### src/rtl/core/pinned_budget_residency_cache_unit_defines.svh
// ----------------------------------------------------------------------------
// assertion macros for the pinned budget residency cache
// ----------------------------------------------------------------------------
`ifndef PINNED_BUDGET_RESIDENCY_CACHE_UNIT_DEFINES_SVH
`define PINNED_BUDGET_RESIDENCY_CACHE_UNIT_DEFINES_SVH
`ifndef SYNTHESIS
`define PBRC_ASSERT_IMP(lbl, clk, rstn, a, c) \
  lbl: assert property (@(posedge clk) disable iff (!rstn) (a) |-> (c)) \
    else $error("assertion failed");
`define PBRC_ASSERT_NXT(lbl, clk, rstn, a, c) \
  lbl: assert property (@(posedge clk) disable iff (!rstn) (a) |=> (c)) \
    else $error("assertion failed");
`else
`define PBRC_ASSERT_IMP(lbl, clk, rstn, a, c)
`define PBRC_ASSERT_NXT(lbl, clk, rstn, a, c)
`endif
`endif

### src/rtl/core/pbrc_pkg.sv
// ----------------------------------------------------------------------------
// pbrc_pkg
// types, codes and command structs shared by the cache unit
// ----------------------------------------------------------------------------
`default_nettype none
package pbrc_pkg;
  localparam int unsigned ENTRIES = 32;
  localparam int unsigned IDX_W = $clog2(ENTRIES);
  localparam int unsigned CNT_W = $clog2(ENTRIES + 1);

  localparam logic [1:0] FN_BORROW  = 2'd0;
  localparam logic [1:0] FN_ADMIT   = 2'd1;
  localparam logic [1:0] FN_RELEASE = 2'd2;
  localparam logic [1:0] FN_BUDGET  = 2'd3;

  localparam logic [1:0] ST_OK       = 2'd0;
  localparam logic [1:0] ST_MISS     = 2'd1;
  localparam logic [1:0] ST_REJECT   = 2'd2;
  localparam logic [1:0] ST_NOHANDLE = 2'd3;

  localparam logic [11:0] BENEFIT_RST = 12'd192;

  typedef struct packed {
    logic [1:0]  func;
    logic [31:0] tensor_key;
    logic [47:0] payload_handle;
    logic [39:0] resident_size;
    logic [39:0] stored_size;
    logic [39:0] new_budget;
  } in_item_t;

  typedef struct packed {
    logic        result_kind;
    logic [1:0]  status;
    logic [47:0] out_handle;
    logic [39:0] byte_count;
    logic [39:0] resident_total;
    logic [39:0] pinned_total;
    logic [5:0]  entry_count;
    logic [31:0] hit_total;
    logic [31:0] miss_total;
    logic [47:0] rejected_total;
    logic [47:0] avoided_total;
    logic        last;
  } out_item_t;

  typedef struct packed {
    logic load;      // capture input item
    logic scan_clr;  // restart scan at slot 0
    logic scan_step; // examine one slot, advance
    logic mul;       // register benefit products
    logic do_borrow;
    logic do_admit;
    logic do_release;
    logic do_budget;
    logic evict;     // remove chosen victim, emit notice
    logic move;      // copy last slot into hole
    logic final_out; // emit final item for release and set budget
  } ctl_t;

  typedef struct packed {
    logic       scan_done;
    logic [1:0] func;
    logic       found;
    logic       victim_found;
    logic       over_budget;
    logic       need_move;
  } sts_t;
endpackage
`default_nettype wire

### src/rtl/core/pbrc_ctrl.sv
// ----------------------------------------------------------------------------
// pbrc_ctrl
// sequencer: scan, operate, evict loop, final transaction
// ----------------------------------------------------------------------------
`default_nettype none
`include "pinned_budget_residency_cache_unit_defines.svh"
module pbrc_ctrl
  import pbrc_pkg::*;
(
  input  wire logic clk,
  input  wire logic rst_n,
  input  wire logic start,
  output logic      busy,
  input  wire sts_t sts,
  output ctl_t      ctl
);
  localparam logic [2:0] S_IDLE = 3'd0;
  localparam logic [2:0] S_SCAN = 3'd1;
  localparam logic [2:0] S_OP   = 3'd2;
  localparam logic [2:0] S_VSCN = 3'd3;
  localparam logic [2:0] S_EVCT = 3'd4;
  localparam logic [2:0] S_MOVE = 3'd5;
  localparam logic [2:0] S_FIN  = 3'd6;

  logic [2:0] state_r, state_nxt;

  always_ff @(posedge clk) begin
    if (!rst_n) begin
      state_r <= S_IDLE;
    end else begin
      state_r <= state_nxt;
    end
  end

  always_comb begin
    state_nxt = state_r;
    ctl = '0;
    unique case (state_r)
      S_IDLE: begin
        if (start) begin
          ctl.load = 1'b1;
          state_nxt = S_SCAN;
        end
      end
      S_SCAN: begin
        ctl.scan_step = 1'b1;
        ctl.mul = 1'b1;
        if (sts.scan_done) begin
          state_nxt = S_OP;
        end
      end
      S_OP: begin
        unique case (sts.func)
          FN_BORROW: ctl.do_borrow = 1'b1;
          FN_ADMIT:  ctl.do_admit = 1'b1;
          FN_RELEASE: ctl.do_release = 1'b1;
          default:   ctl.do_budget = 1'b1;
        endcase
        if (sts.func == FN_BORROW || sts.func == FN_ADMIT ||
            (sts.func == FN_RELEASE && !sts.found)) begin
          state_nxt = S_FIN;
        end else begin
          ctl.scan_clr = 1'b1;
          state_nxt = S_VSCN;
        end
      end
      S_VSCN: begin
        if (!sts.over_budget) begin
          state_nxt = S_FIN;
        end else if (sts.scan_done) begin
          state_nxt = sts.victim_found ? S_EVCT : S_FIN;
        end else begin
          ctl.scan_step = 1'b1;
        end
      end
      S_EVCT: begin
        ctl.evict = 1'b1;
        state_nxt = S_MOVE;
      end
      S_MOVE: begin
        ctl.move = sts.need_move;
        ctl.scan_clr = 1'b1;
        state_nxt = S_VSCN;
      end
      S_FIN: begin
        ctl.final_out = 1'b1;
        state_nxt = S_IDLE;
      end
      default: state_nxt = S_IDLE;
    endcase
  end

  assign busy = (state_r != S_IDLE);

  `PBRC_ASSERT_NXT(a_load_busy, clk, rst_n, ctl.load, busy)
  `PBRC_ASSERT_IMP(a_one_out, clk, rst_n, ctl.evict, !ctl.final_out)
  `PBRC_ASSERT_NXT(a_fin_idle, clk, rst_n, ctl.final_out, !busy)
endmodule
`default_nettype wire

### config.mk
export PLATFORM = sky130hd
export DESIGN_NAME = pbrc_ctrl
export DESIGN_NICKNAME = d
export VERILOG_FILES = /design/src/rtl/core/pbrc_pkg.sv /design/src/rtl/core/pbrc_ctrl.sv
export VERILOG_INCLUDE_DIRS = /design/src /design/src/rtl/core
export SDC_FILE = /design/constraint.sdc
export NUM_CORES = 1
export LEC_CHECK = 0
export BUFFER_PORTS_ARGS = -buffer_cell sky130_fd_sc_hd__buf_2
export CORE_AREA = 2 2 39 41
export DETAILED_ROUTE_END_ITERATION = 10
export DIE_AREA = 0 0 41 43
export GPL_TIMING_DRIVEN = 0
export REMOVE_ABC_BUFFERS = 1
export SLEW_MARGIN = 30
export SYNTH_ARGS = -nofsm -noshare
export SYNTH_HDL_FRONTEND = slang
export SYNTH_SLANG_ARGS = --single-unit
### constraint.sdc
create_clock -name clk -period 1.1 [get_ports clk]
set_input_delay 0.165 -clock clk [delete_from_list [all_inputs] [get_ports clk]]
set_output_delay 0.165 -clock clk [all_outputs]
set_load 0.005 [all_outputs]
==> summary.md <==
| Metric | Value |
|---|---|
| Reg-to-reg slack, setup | `-0.06 ns` |
| Global routing usage on met3 | `0.05236` |
| Status | `finished, violations left` |
| Failing checks | `negative setup slack` |
| Final cell utilization of the core | `0.4602` |
| Yosys cell types | `27` |
| Final cycle utilization of the critical path | `1.204` |
| Synthesis-to-finish area growth | `83.09%` |
| Share of cells above drive strength 1 | `0.6667` |
| Starting Density | `0.2514` |
| Top Registers | `state_r (3)` |
| Setup WS post-layout | `-0.2248 ns` |
| FF-to-FF End | `state_r[1]` |
| Worst slew margin | `0.8677` |
| Max FFs per register | `3` |
| Worst Setup EP | `ctl[5]` |
| Largest net degree at the start of global routing | `11` |
| Worst slew pin tran | `just under 0.2 ns` |
| First DRT Iteration DRCs | `10` |
| HPWL after DPL | `roughly 640 um` |
| Crit-path max FO | `7` |
| Critical Path End Type | `primary output` |
| Min Tclk post-route | `1.325 ns` |
| Yosys warning count | `0` |
| First-pass DRT Iterations | `4` |
| H-tree levels | `1` |
| Cts bufs inserted | `3` |
| Hold WS | `0.1620 ns` |
| Filler Cell Count | `140` |
| Clk slew on worst S/H paths | `0.04 ns` |
| Final wirelength | `1.152 mm` |
| Die ar. | `1763 um^2` |
| Gpl congestion | `0.6760` |
| Global Route met2 Usage | `0.2250` |
| Gr ovfl total | `0` |
| Slew Viols, Final | `0` |
| PortBufs | `21` |
| Fmax | `754.8 MHz` |
| I/O Pins | `22` |
| DR vias | `463` |
| P per Cell Area | `between 1000 and 1500 nW/um^2` |
| Register area share after synthesis | `0.1727` |
| Final nets | `around 90` |
| Die Y | `about 43 um` |
| CP startpoint | `state_r[2]` |
| Worst reg2reg startpoint | `state_r[0]` |
| Max clock buf depth | `2` |
| Final Hold Fails | `0` |
| Worst VDD drop | `approximately 0.00036 V` |
| Synth top area share | `0.1727` |
| CP Launch Type | `register` |
| Critical path class | `register to primary output` |
| Drt wl/cell | `12.26 um` |
| Core ar. | `1384 um^2` |
| Vias/cell | `4.926` |
| CP required | `0.94 ns` |
| Total power | `roughly 680 uW` |
| ANT cells | `0` |
| Met1 Use GR | `0.1725` |
| Vias in the first global route | `a little over 400` |
| Sink Count | `3` |
| CTS root buf | `clkbuf_4` |
| Setup Viol. Count Final | `13` |
| Lkg Pwr | `0.0003283 uW` |
| DRC | `0` |
| Hold Crit Depth | `2` |
| Reg2Reg Depth | `6` |
| Mapped Avg Cell Area | `8.089 um^2` |
| WP data arrival | `1.16 ns` |
| Unrepaired setup endpoints after global routing | `true` |
| Placement row count | `14` |
| Horiz. Die Dim | `41 um` |
| Max-cap violations | `0` |
| Initial antenna violation count | `0` |
| Synth top area cells | `dfxtp_1, nor2b_1, o211ai_2` |
| Clk Latency, worst-skew pair | `0.23 ns` |
| GR peak layer | `met2` |
| Dominant cell type by area after synthesis | `dfxtp_1` |
| Cells after Synth | `43` |
| CTS tree | `done` |
| Biggest register | `state_r` |
| Worst hold-check path type | `primary input to register` |
| Post-route ant nets | `0` |
| First-pass GRT wire length | `1.738 mm` |
| Synth Cell Area | `347.8 um^2` |
| Tot GR Track Use | `0.1453` |
| Register bit count reported by yosys | `3` |
| Clock Skew | `0.0006666 ns` |
[power by group]
group | internal (uW) | switching [uW]
Combinational | 193 | 132
Sequential | 126 | 31.2
Clock | 136 | 61.6
Total | 456 | 225
[worst max-delay path, cell delays in order, from the launching register on]
cell	delay [ns]
dfxtp_4	0.35
nand2b_4	0.17
nor4b_4	0.25
buf_2	0.15
[placed cells by master, fill, tap and decap left out, types with 2 or more instances in the layout]
cell,Yosys,final
buf_2,0,21
buf_4,2,8
buf_6,1,5
clkbuf_4,0,3
dfxtp_4,0,3
nor2b_2,0,2
nand2_1,2,2
o21ai_1,2,2
inv_1,2,2
and2_1,2,2
nor3b_2,1,2
nor2b_1,4,2
o21a_1,2,2
nand3_1,2,2
o211ai_2,2,2
a31oi_1,2,2
[cells in the mapped netlist (all sizes together)]
cell type  count
nor2b          4
o21ai          4
buf            3
dfxtp          3
nor3b          3
o211ai         3
a31oi          2
and2           2
inv            2
nand2          2
nand3          2
o21a           2
a31o           1
and2b          1
and3           1
and3b          1
and4bb         1
nand2b         1
nor2           1
nor4           1
nor4b          1
o31ai          1
or3            1
[repair_timing]
item,in CTS,in global routing
pin swaps,2,3
setup endpoints to repair,15,14
hold buffers,0,0
buffers inserted,12,1
gates resized for setup,15,6
[stage by stage]
stage | std cells | TNS, ns | instance area (um^2) | worst slack [ns]
3_3_place_gp | 77 | -1.455 | 446.7 | -0.2345
5_1_grt | 94 | -2.775 | 636.9 | -0.2911
3_5_place_dp | 77 | -1.688 | 446.7 | -0.2594
4_1_cts | 93 | -1.944 | 601.8 | -0.1995
2_1_floorplan | 40 | -0.06348 | 321.6 | -0.03150
6_report | 94 | -2.014 | 636.9 | -0.2248
[kinds of logic after synthesis]
family                 Yosys count  synth area share
AND/OR/NAND/NOR                 22            0.4532
AO/OA/AOI/OAI                   13            0.2770
buffers and inverters            5           0.09712
flip-flops                       3            0.1727
[final cells by class]
cell class | instances | area, um^2 | share of cell area
inverters | 2 | 7.507 | 0.01179
flip-flops and latches | 3 | 71.32 | 0.1120
repair buffers | 34 | 221.5 | 0.3477
clock buffers | 4 | 26.28 | 0.04126
multi-input cells | 35 | 290.3 | 0.4558
well taps | 16 | 20.02 | 0.03143
[metal layers]
metal,routed length (um),part of all wire
met5,0,0
met4,0,0
met3,63,0.055
met2,610,0.53
met1,478,0.41
[worst min path at each step]
| stage | slack (ns) | startpoint | end |
|---|---|---|---|
| after floorplan | 0.27 | sts[1] | state_r[1] |
| after global placement | 0.41 | sts[1] | state_r[1] |
| after detailed placement | 0.41 | sts[1] | state_r[1] |
| after CTS | 0.16 | sts[1] | state_r[1] |
| after global routing | 0.17 | sts[1] | state_r[1] |
| final | 0.16 | sts[1] | state_r[1] |
No activity file was read; power rests on OpenSTA's default activity.
